File: src/design/tlvp_pkg.sv
// Shared types and constants for the TLV configuration stream parser.
// No dependencies; the parser, input register and parse core files import this package.
package tlvp_pkg;

	localparam logic [7:0]  MAGIC_0         = 8'hCF;
	localparam logic [7:0]  MAGIC_1         = 8'h01;
	localparam logic [15:0] MAX_VERSION     = 16'd3;
	localparam logic [2:0]  HEADER_LAST_POS = 3'd5;  // header is six bytes
	localparam logic [2:0]  ENTRY_LAST_POS  = 3'd4;  // entry header is five bytes
	localparam logic [2:0]  MAGIC_0_POS     = 3'd0;
	localparam logic [2:0]  MAGIC_1_POS     = 3'd1;
	localparam logic [2:0]  VERSION_POS     = 3'd3;
	localparam logic [2:0]  KEY_POS         = 3'd1;
	localparam logic [2:0]  TYPE_POS        = 3'd2;

	localparam logic [1:0] ST_OK          = 2'd0;
	localparam logic [1:0] ST_BAD_MAGIC   = 2'd1;
	localparam logic [1:0] ST_BAD_VERSION = 2'd2;
	localparam logic [1:0] ST_TRUNCATED   = 2'd3;

	typedef enum logic [1:0] {
		PH_HEADER,
		PH_ENTRY,
		PH_VALUE,
		PH_SKIP
	} phase_t;

	typedef struct packed {
		logic [7:0] data_byte;
		logic       end_of_buffer;
	} in_item_t;

	typedef struct packed {
		logic        value_valid;
		logic [15:0] key_id;
		logic [7:0]  entry_type;
		logic [7:0]  value_byte;
		logic [15:0] value_index;
		logic        entry_done;
		logic        parse_done;
		logic [1:0]  status_code;
	} out_item_t;

endpackage

File: src/design/tlvp_stream_if.sv
// Valid/ready stream channel carrying one payload item per handshake.
// The payload type is a parameter; the block uses the item types of tlvp_pkg.
interface tlvp_stream_if #(
	parameter type payload_t = logic
);
	logic     valid;
	logic     ready;
	payload_t payload;

	modport source (output valid, output payload, input ready);
	modport sink   (input valid, input payload, output ready);
endinterface

File: src/design/tlv_config_stream_parser.sv
// TLV configuration stream parser. Takes one buffer byte per item and returns
// exactly one result item per input item, one item per cycle while the output
// is ready; each item passes the input register, then parse logic into the
// result register, and input ready follows output ready through the
// result register's hold path. A buffer starts with magic CF 01, a version of
// at most 3 and an entry count; each entry's value bytes come out with key,
// type and index, entry_done marks entry ends and parse_done/status_code give
// the final status. After end_of_buffer the parser expects a new header.
module tlv_config_stream_parser (
	input logic          clk,
	input logic          arst_n,
	tlvp_stream_if.sink   byte_stream,
	tlvp_stream_if.source parse_result
);
	import tlvp_pkg::*;

	logic      take_s1;
	logic      valid_s1;
	in_item_t  item_s1;
	logic      valid_s2;
	out_item_t res_s2;

	tlvp_in_reg u_in_reg (
		.clk      (clk),
		.arst_n   (arst_n),
		.in_valid (byte_stream.valid),
		.in_ready (byte_stream.ready),
		.in_item  (byte_stream.payload),
		.take_s1  (take_s1),
		.valid_s1 (valid_s1),
		.item_s1  (item_s1)
	);

	tlvp_parse_core u_core (
		.clk       (clk),
		.arst_n    (arst_n),
		.valid_s1  (valid_s1),
		.item_s1   (item_s1),
		.take_s1   (take_s1),
		.valid_s2  (valid_s2),
		.res_s2    (res_s2),
		.out_ready (parse_result.ready)
	);

	assign parse_result.valid   = valid_s2;
	assign parse_result.payload = res_s2;

endmodule

File: src/design/tlvp_in_reg.sv
// Input register stage: captures one input item per handshake.
// Depends on tlvp_pkg for the input item type.
module tlvp_in_reg (
	input  logic               clk,
	input  logic               arst_n,
	input  logic               in_valid,
	output logic               in_ready,
	input  tlvp_pkg::in_item_t in_item,
	input  logic               take_s1,
	output logic               valid_s1,
	output tlvp_pkg::in_item_t item_s1
);
	import tlvp_pkg::*;

	// free when empty or when the held item moves on this cycle
	assign in_ready = !valid_s1 || take_s1;

	always_ff @(posedge clk or negedge arst_n) begin
		if (!arst_n) begin
			valid_s1 <= 1'b0;
		end else if (in_ready) begin
			valid_s1 <= in_valid;
		end
	end

	always_ff @(posedge clk) begin
		if (in_ready && in_valid) begin
			item_s1 <= in_item;
		end
	end

endmodule

File: src/design/tlvp_parse_core.sv
// Parser state machine and result register.
// Consumes the registered input item, updates header/entry/value tracking
// and registers one result item. Depends on tlvp_pkg.
module tlvp_parse_core (
	input  logic                clk,
	input  logic                arst_n,
	input  logic                valid_s1,
	input  tlvp_pkg::in_item_t  item_s1,
	output logic                take_s1,
	output logic                valid_s2,
	output tlvp_pkg::out_item_t res_s2,
	input  logic                out_ready
);
	import tlvp_pkg::*;

	phase_t      phase_q, phase_d;
	logic [2:0]  pos_q, pos_d;
	logic [15:0] field_q, field_d;
	logic [15:0] expected_q, expected_d;
	logic [15:0] seen_q, seen_d;
	logic [15:0] key_q, key_d;
	logic [7:0]  type_q, type_d;
	logic [15:0] remaining_q, remaining_d;
	logic [15:0] index_q, index_d;
	out_item_t   res;

	assign take_s1 = valid_s1 && (!valid_s2 || out_ready);

	always_ff @(posedge clk or negedge arst_n) begin
		if (!arst_n) begin
			phase_q     <= PH_HEADER;
			pos_q       <= '0;
			field_q     <= '0;
			expected_q  <= '0;
			seen_q      <= '0;
			key_q       <= '0;
			type_q      <= '0;
			remaining_q <= '0;
			index_q     <= '0;
		end else if (take_s1) begin
			phase_q     <= phase_d;
			pos_q       <= pos_d;
			field_q     <= field_d;
			expected_q  <= expected_d;
			seen_q      <= seen_d;
			key_q       <= key_d;
			type_q      <= type_d;
			remaining_q <= remaining_d;
			index_q     <= index_d;
		end
	end

	always_comb begin
		logic [15:0] shifted;
		logic        fin;
		logic [1:0]  fin_status;
		logic        complete;
		logic [7:0]  b;

		b          = item_s1.data_byte;
		shifted    = {field_q[7:0], b};
		fin        = 1'b0;
		fin_status = ST_OK;
		complete   = 1'b0;

		phase_d     = phase_q;
		pos_d       = pos_q;
		field_d     = field_q;
		expected_d  = expected_q;
		seen_d      = seen_q;
		key_d       = key_q;
		type_d      = type_q;
		remaining_d = remaining_q;
		index_d     = index_q;
		res         = '0;

		case (phase_q)
			PH_HEADER: begin
				field_d = shifted;
				if (pos_q == MAGIC_0_POS && b != MAGIC_0) begin
					fin        = 1'b1;
					fin_status = ST_BAD_MAGIC;
				end else if (pos_q == MAGIC_1_POS && b != MAGIC_1) begin
					fin        = 1'b1;
					fin_status = ST_BAD_MAGIC;
				end else if (pos_q == VERSION_POS && shifted > MAX_VERSION) begin
					fin        = 1'b1;
					fin_status = ST_BAD_VERSION;
				end else if (pos_q >= HEADER_LAST_POS) begin
					expected_d = shifted;
					seen_d     = '0;
					pos_d      = '0;
					if (shifted == '0) begin
						fin = 1'b1;
					end else begin
						phase_d = PH_ENTRY;
					end
				end else begin
					pos_d = pos_q + 3'd1;
				end
			end
			PH_ENTRY: begin
				field_d = shifted;
				if (pos_q == KEY_POS) begin
					key_d = shifted;
				end else if (pos_q == TYPE_POS) begin
					type_d = b;
				end
				if (pos_q >= ENTRY_LAST_POS) begin
					remaining_d = shifted;
					index_d     = '0;
					pos_d       = '0;
					if (shifted == '0) begin
						complete = 1'b1;
					end else begin
						phase_d = PH_VALUE;
					end
				end else begin
					pos_d = pos_q + 3'd1;
				end
			end
			PH_VALUE: begin
				res.value_valid = 1'b1;
				res.value_byte  = b;
				res.value_index = index_q;
				index_d         = index_q + 16'd1;
				remaining_d     = remaining_q - 16'd1;
				if (remaining_d == '0) begin
					complete = 1'b1;
				end
			end
			default: begin
				// skip phase: drop bytes until end of buffer
			end
		endcase

		if (complete) begin
			res.entry_done = 1'b1;
			seen_d         = seen_q + 16'd1;
			pos_d          = '0;
			if (seen_d == expected_q) begin
				fin = 1'b1;
			end else begin
				phase_d = PH_ENTRY;
			end
		end

		if (fin) begin
			res.parse_done  = 1'b1;
			res.status_code = fin_status;
			phase_d         = PH_SKIP;
			pos_d           = '0;
		end

		// end of buffer: flag an unfinished parse and rearm for the next one
		if (item_s1.end_of_buffer) begin
			if (phase_d != PH_SKIP) begin
				res.parse_done  = 1'b1;
				res.status_code = ST_TRUNCATED;
			end
			phase_d = PH_HEADER;
			pos_d   = '0;
			field_d = '0;
		end

		if (res.value_valid || res.entry_done) begin
			res.key_id     = key_d;
			res.entry_type = type_d;
		end
	end

	always_ff @(posedge clk or negedge arst_n) begin
		if (!arst_n) begin
			valid_s2 <= 1'b0;
		end else if (!valid_s2 || out_ready) begin
			valid_s2 <= valid_s1;
		end
	end

	always_ff @(posedge clk) begin
		if (take_s1) begin
			res_s2 <= res;
		end
	end

	a_eob_rearms: assert property (@(posedge clk) disable iff (!arst_n)
		take_s1 && item_s1.end_of_buffer |=> phase_q == PH_HEADER && pos_q == '0)
		else $error("parser not back in header phase after end of buffer");

	a_value_nonempty: assert property (@(posedge clk) disable iff (!arst_n)
		phase_q == PH_VALUE |-> remaining_q != '0)
		else $error("value phase with no bytes remaining");

	a_entry_pos: assert property (@(posedge clk) disable iff (!arst_n)
		phase_q == PH_ENTRY |-> pos_q <= ENTRY_LAST_POS)
		else $error("entry header position out of range");

	a_value_no_header_err: assert property (@(posedge clk) disable iff (!arst_n)
		valid_s2 && (res_s2.value_valid || res_s2.entry_done) |->
		!(res_s2.status_code == ST_BAD_MAGIC || res_s2.status_code == ST_BAD_VERSION))
		else $error("entry output together with a header error");

	a_status_only_done: assert property (@(posedge clk) disable iff (!arst_n)
		valid_s2 && !res_s2.parse_done |-> res_s2.status_code == ST_OK)
		else $error("status code set without parse_done");

endmodule
File: src/flat_wrapper.sv
// flat-port wrapper written by rule: the top's interface ports become plain ports
module tlv_config_stream_parser_flat import tlvp_pkg::*;
  (clk, arst_n, byte_stream_valid, byte_stream_payload, byte_stream_ready, parse_result_valid, parse_result_payload, parse_result_ready);
  tlvp_stream_if byte_stream_i ();
  tlvp_stream_if parse_result_i ();
  input logic clk;
  input logic arst_n;
  input wire logic [$bits(byte_stream_i.valid)-1:0] byte_stream_valid;
  input wire logic [$bits(byte_stream_i.payload)-1:0] byte_stream_payload;
  output wire logic [$bits(byte_stream_i.ready)-1:0] byte_stream_ready;
  output wire logic [$bits(parse_result_i.valid)-1:0] parse_result_valid;
  output wire logic [$bits(parse_result_i.payload)-1:0] parse_result_payload;
  input wire logic [$bits(parse_result_i.ready)-1:0] parse_result_ready;
  assign byte_stream_i.valid = byte_stream_valid;
  assign byte_stream_i.payload = byte_stream_payload;
  assign byte_stream_ready = byte_stream_i.ready;
  assign parse_result_valid = parse_result_i.valid;
  assign parse_result_payload = parse_result_i.payload;
  assign parse_result_i.ready = parse_result_ready;
  tlv_config_stream_parser u_core (.clk(clk), .arst_n(arst_n), .byte_stream(byte_stream_i), .parse_result(parse_result_i));
endmodule
File: config.mk
export PLATFORM = sky130hd
export DESIGN_NAME = tlv_config_stream_parser_flat
export DESIGN_NICKNAME = d
export VERILOG_FILES = /design/src/design/tlvp_pkg.sv /design/src/design/tlvp_stream_if.sv /design/src/design/tlv_config_stream_parser.sv /design/src/design/tlvp_in_reg.sv /design/src/design/tlvp_parse_core.sv /design/src/flat_wrapper.sv
export SDC_FILE = /design/constraint.sdc
export NUM_CORES = 1
export LEC_CHECK = 0
export BUFFER_PORTS_ARGS = -buffer_cell sky130_fd_sc_hd__buf_2
export CORE_ASPECT_RATIO = 0.9
export CORE_MARGIN = 4
export CORE_UTILIZATION = 60
export DETAILED_ROUTE_END_ITERATION = 8
export PLACE_DENSITY = 0.73
export SLEW_MARGIN = 20
export SYNTH_ARGS = -nofsm -noshare
export SYNTH_HDL_FRONTEND = slang
export SYNTH_HIERARCHICAL = 1
export SYNTH_SLANG_ARGS = --single-unit
File: constraint.sdc
create_clock -name clk -period 3.75 [get_ports clk]
set_input_delay 0.5625 -clock clk [delete_from_list [all_inputs] [get_ports clk]]
set_output_delay 0.5625 -clock clk [all_outputs]
set_load 0.03 [all_outputs]
=== Yosys cells after proc, flatten, opt, wreduce, memory -nomap -nowiden ===
Index checks and enable logic that the tools add are counted.

* Bitwise logic cells: 3
* Reductions and logical operators: 22
* Add/subtract/negate cells: 3
* Multiplexer cells: 48
* $lt $le $gt $ge: 3
* Eq/ne operators: 13

{| class="wikitable"
|+ Operators by type and width
! kind !! count
|-
| 2-to-1 mux 16 bit || 7
|-
| logical NOT 16 bit || 2
|-
| one-hot mux 16 bit (2 select lines) || 1
|-
| 2-to-1 mux 3 bit || 8
|-
| 2-to-1 mux 2 bit || 11
|-
| adder 16 x 1 -> 16 bit (second input constant) || 1
|-
| == test 16 bit || 1
|-
| greater-than comparator 16 x 2 -> 1 bit (second input constant) || 1
|-
| 2-to-1 mux 1 bit || 16
|-
| 2-to-1 mux 8 bit || 2
|-
| subtractor 16 x 1 -> 16 bit (second input constant) || 1
|-
| inequality test 5 x 4 -> 1 bit (second input constant) || 3
|-
| AND reduction 6 bit || 2
|-
| nonzero test 2 bit || 4
|-
| >= comparator 3 bit (second input constant) || 2
|-
| inequality test 2 x 1 -> 1 bit (second input constant) || 3
|-
| one-hot mux 3 bit (2 select lines) || 1
|-
| AND reduction 5 bit || 1
|-
| nonzero test 5 bit || 1
|-
| inequality test 2 bit (second input constant) || 2
|-
| one-hot mux 2 bit (2 select lines) || 1
|-
| adder 3 x 1 -> 3 bit (second input constant) || 1
|-
| == test 3 x 1 -> 1 bit (second input constant) || 1
|-
| == test 3 x 2 -> 1 bit (second input constant) || 1
|-
| other kinds (12) || 18
|}

* Register bits: 57
* Logic and storage cells: 102
* Output and inout bits: 3
* Input port bits: 5

=== Logic depth before layout (Yosys ltp) ===
* Depth after elaboration: 13
* Gate-level depth with buffers: 12

=== Cells and area by module ===
Netlist, hierarchy kept.

{| class="wikitable"
|+ Modules (own cells, without submodules)
! module !! area an instance (sq um) !! seq. area each (sq um) !! cells an instance !! times used
|-
| tlvp_parse_core || 7920.1 || 4144.0 || 747 || 1
|-
| tlvp_in_reg || 324.1 || 295.3 || 13 || 1
|-
| tlv_config_stream_parser || 3.8 || 0.0 || 1 || 1
|}

=== Least setup slack after synthesis ===
OpenSTA, ideal clock, no wires.

* Path kind: reg-to-reg
* From: reg u_core.u_core.remaining_q[0]
* To: reg, netlist name u_core/u_core/res_s2[1]
* Buffers on the path: 2
* Path slack: 1.004 ns
* Data arrival time: 2.480 ns
* Data required time: 3.483 ns
* Cell stages (with the launch flop): 12
* Path through: dfrtp_1 -> buf_2 -> inv_1 -> ha_1 -> buf_2 -> o21ba_2 -> o21ai_0 -> a2111o_1 -> o31ai_2 -> nor4b_2 -> a21o_1 -> o22ai_1

{| class="wikitable"
|+ RTL lines
! item !! line !! text
|-
| start, declared || tlvp_parse_core.sv:23 || <nowiki>logic [15:0] remaining_q, remaining_d;</nowiki>
|-
| start signal, assigned || tlvp_parse_core.sv:48 || <nowiki>remaining_q <= remaining_d;</nowiki>
|}

=== Final worst setup path ===
* From: reg u_core.u_core.remaining_q[0]
* To: reg u_core.u_core.seen_q[3]

* Longest elaborated chain between the ends: 6

{| class="wikitable"
|+ RTL lines
! item !! line !! text
|-
| subtractor 16 x 1 -> 16 bit (*) || tlvp_parse_core.sv:127 || <nowiki>remaining_d = remaining_q - 16'd1;</nowiki>
|-
| logical NOT 16 bit (*) || tlvp_parse_core.sv:128 || <nowiki>if (remaining_d == '0) begin</nowiki>
|-
| 2-to-1 mux 1 bit (*) || tlvp_parse_core.sv:128 ||
|-
| one-hot mux 1 bit (2 select lines) (*) || tlvp_parse_core.sv:77 || <nowiki>case (phase_q)</nowiki>
|-
| inequality test 2 x 1 -> 1 bit (no source line) or nonzero test 2 bit (tied branches) || n/a ||
|-
| AND reduction 6 bit (no source line) || n/a ||
|-
| end signal, assigned || tlvp_parse_core.sv:45 || <nowiki>seen_q <= seen_d;</nowiki>
|-
| end, declared || tlvp_parse_core.sv:20 || <nowiki>logic [15:0] seen_q, seen_d;</nowiki>
|}

Every way passes the cells marked *; elsewhere a longest branch is shown, timed or not.
A chain may end at the register's enable or synchronous reset.

==> flow_summary.json <==
{
  "drt_wl_total_um": 10640,
  "crit_type": "reg2reg",
  "dp_cells": 551,
  "path_cells": "inv_1, ha_1, o21ba_2, nor4_1, o211a_1, a2111o_1, a21oi_4, a21o_1, a22o_1",
  "p_clk_share_pct": 20.8,
  "setup_ws_ps": 679.8,
  "relSlewSlack_pct": 47.14,
  "switching_share_pct": 40.59,
  "netlist_area_sq_um": 4523,
  "r2r_start": "u_core/u_core/remaining_q[0]",
  "fmax_ghz": 0.3257,
  "crit_path_end_kind": "register",
  "critPathLaunchType": "register",
  "cts_tree": "done",
  "drive_gt1_share_pct": 12.87,
  "antenna_cells": 0,
  "r2r_cells": 9,
  "post_cts_buffers": 0,
  "outcome": "finished clean",
  "rrSetupSlack_ps": 680,
  "drt_first_pass_iters": 4,
  "ir_drop_v": 0.0004184,
  "vias": 3672,
  "grt_max_degree": 37,
  "area_growth_pct": 5.560,
  "routabilityCongestion": 0.9238,
  "fin_util_pct": 66.46,
  "total_power_mw": 3.222,
  "p_comb_share_pct": 37.0,
  "numClockSinks": 73,
  "cts_max_path_buffers": 2,
  "antenna_found_initial": 0,
  "drv_cap": 0,
  "grt_pass1_vias": 3354,
  "core_area_sq_um": 7184,
  "rsz0062_at_grt": "no",
  "p_leak_nw": 1.965,
  "pwr-share-seq_pct": 42.2,
  "dpl_cell_area_sq_um": 4562,
  "cp.buffers_inverters": 1,
  "io_buffers": 7,
  "crit_family": "compound AO/OA/AOI/OAI gates",
  "stdcell_count": 567,
  "worst_slew_pin_slew_ps": 792.9,
  "ctsRootBufferMaster": "clkbuf_8",
  "ys_warn_count": 6,
  "floorplan.initialDensity_pct": 62.96,
  "grt_pass1_wl_um": 17800,
  "drc_errors": 0,
  "timing.final.crit_share_pct": 81.87,
  "hp-class": "in2async",
  "ios": 8,
  "period_minus_slack_ps": 3070,
  "cp_max_fo": 25,
  "powerDensity_nw_per_um2": 674.9,
  "rows": 29,
  "wl_per_cell_um": 18.77,
  "nNetsFinal": 484,
  "clkTransAtPathRegs_ps": 80,
  "rr_endpoint": "u_core/u_core/seen_q[3]",
  "crit_path_max_incr_delay_ps": 570,
  "pre_cts_ws_ps": 736.9,
  "worstPathRequired_ps": 4040,
  "numCtsBuffers": 9,
  "clk-insertion-delay-late_ps": 350,
  "vias_per_cell": 6.476,
  "postCtsHoldBufs": 0,
  "fp.dieH_um": 90.37,
  "post-dp-hpwl_um": 7637,
  "p_int_mw": 1.914,
  "cts_htree_levels": 3,
  "dieWidth_um": 99.52,
  "grt_overflow": 0,
  "syn_inst": 476,
  "crit_slowest_cell": "dfrtp_1",
  "p_sw_mw": 1.308,
  "whs_ps": 293.6,
  "crit_arrival_ps": 3370,
  "synth_area_per_cell_sq_um": 9.502,
  "drtAntennaViolNets": 0,
  "cts_resized": 0,
  "slew_viol_final": 0,
  "die_area_sq_um": 8994,
  "fin_tns_setup_ps": 0,
  "design_area_sq_um": 4775,
  "finClkSkew_ps": 8.351,
  "first_iter_violations": 357,
  "grt_use_total_pct": 24.74,
  "report.final.setup_viol": 0,
  "hold_viol_final": 0
}
-- routing by layer --
| layer | share of wire (%) | track usage [%] | vias to the layer above |
|---|---|---|---|
| li1 | - | - | 1737 |
| met1 | 48 | 38.67 | 1792 |
| met3 | 6.7 | 4.865 | 15 |
| met4 | 1.3 | 7.053 | 0 |
| met5 | 0 | 0 | - |
| met2 | 44 | 34.40 | 128 |
-- cell type report --
class | instances | area (sq um)
clock buffers | 11 | 152.6
clock inverters | 5 | 60.06
fillers | 586 | 2410
inverters | 17 | 63.81
multi-input cells | 356 | 2432
flip-flops and latches | 73 | 1877
well taps | 93 | 116.4
repair buffers | 12 | 72.57
-- registers in the layout (all words and copies together) (netlist names), 2 cells and up --
signal	count
u_core/u_core/field_q	8
u_core/u_in_reg/item_s1	9
u_core/u_core/expected_q	16
u_core/u_core/phase_q	2
u_core/u_core/pos_q	3
u_core/u_core/seen_q	16
u_core/u_core/remaining_q	16
-- power by group through the flow --
stage          sequential (mW)  combinational (mW)  clock (mW)
2_1_floorplan             1.20                1.05           0
3_3_place_gp              1.35                1.14           0
5_1_grt                   1.40                1.32       0.710
4_1_cts                   1.35                1.18       0.681
6_report                  1.36                1.19       0.671
3_5_place_dp              1.37                1.17           0
-- cell usage in the layout, fill, tap and decap left out, drive strengths merged, types with 14 or more instances in the layout --
| cell | n |
|---|---|
| inv | 19 |
| a21oi | 28 |
| nor2 | 21 |
| nand3 | 22 |
| dfrtp | 63 |
| mux2i | 14 |
| o21ai | 32 |
| o22ai | 14 |
| mux2 | 18 |
| nand2 | 32 |
-- worst max-delay path by stage --
stage | startpoint | end | cells past startpoint
finish | u_core/u_core/remaining_q[0] | u_core/u_core/seen_q[3] | 9
global placement | u_core/u_core/remaining_q[0] | u_core/u_core/seen_q[3] | 9
CTS | u_core/u_core/remaining_q[0] | u_core/u_core/seen_q[6] | 9
detailed placement | u_core/u_core/remaining_q[1] | u_core/u_core/seen_q[3] | 9
global route | u_core/u_core/remaining_q[0] | u_core/u_core/seen_q[9] | 9
floorplan | u_core/u_core/remaining_q[0] | u_core/u_core/res_s2[0] | 11
Power figures use the tool's default switching activity.
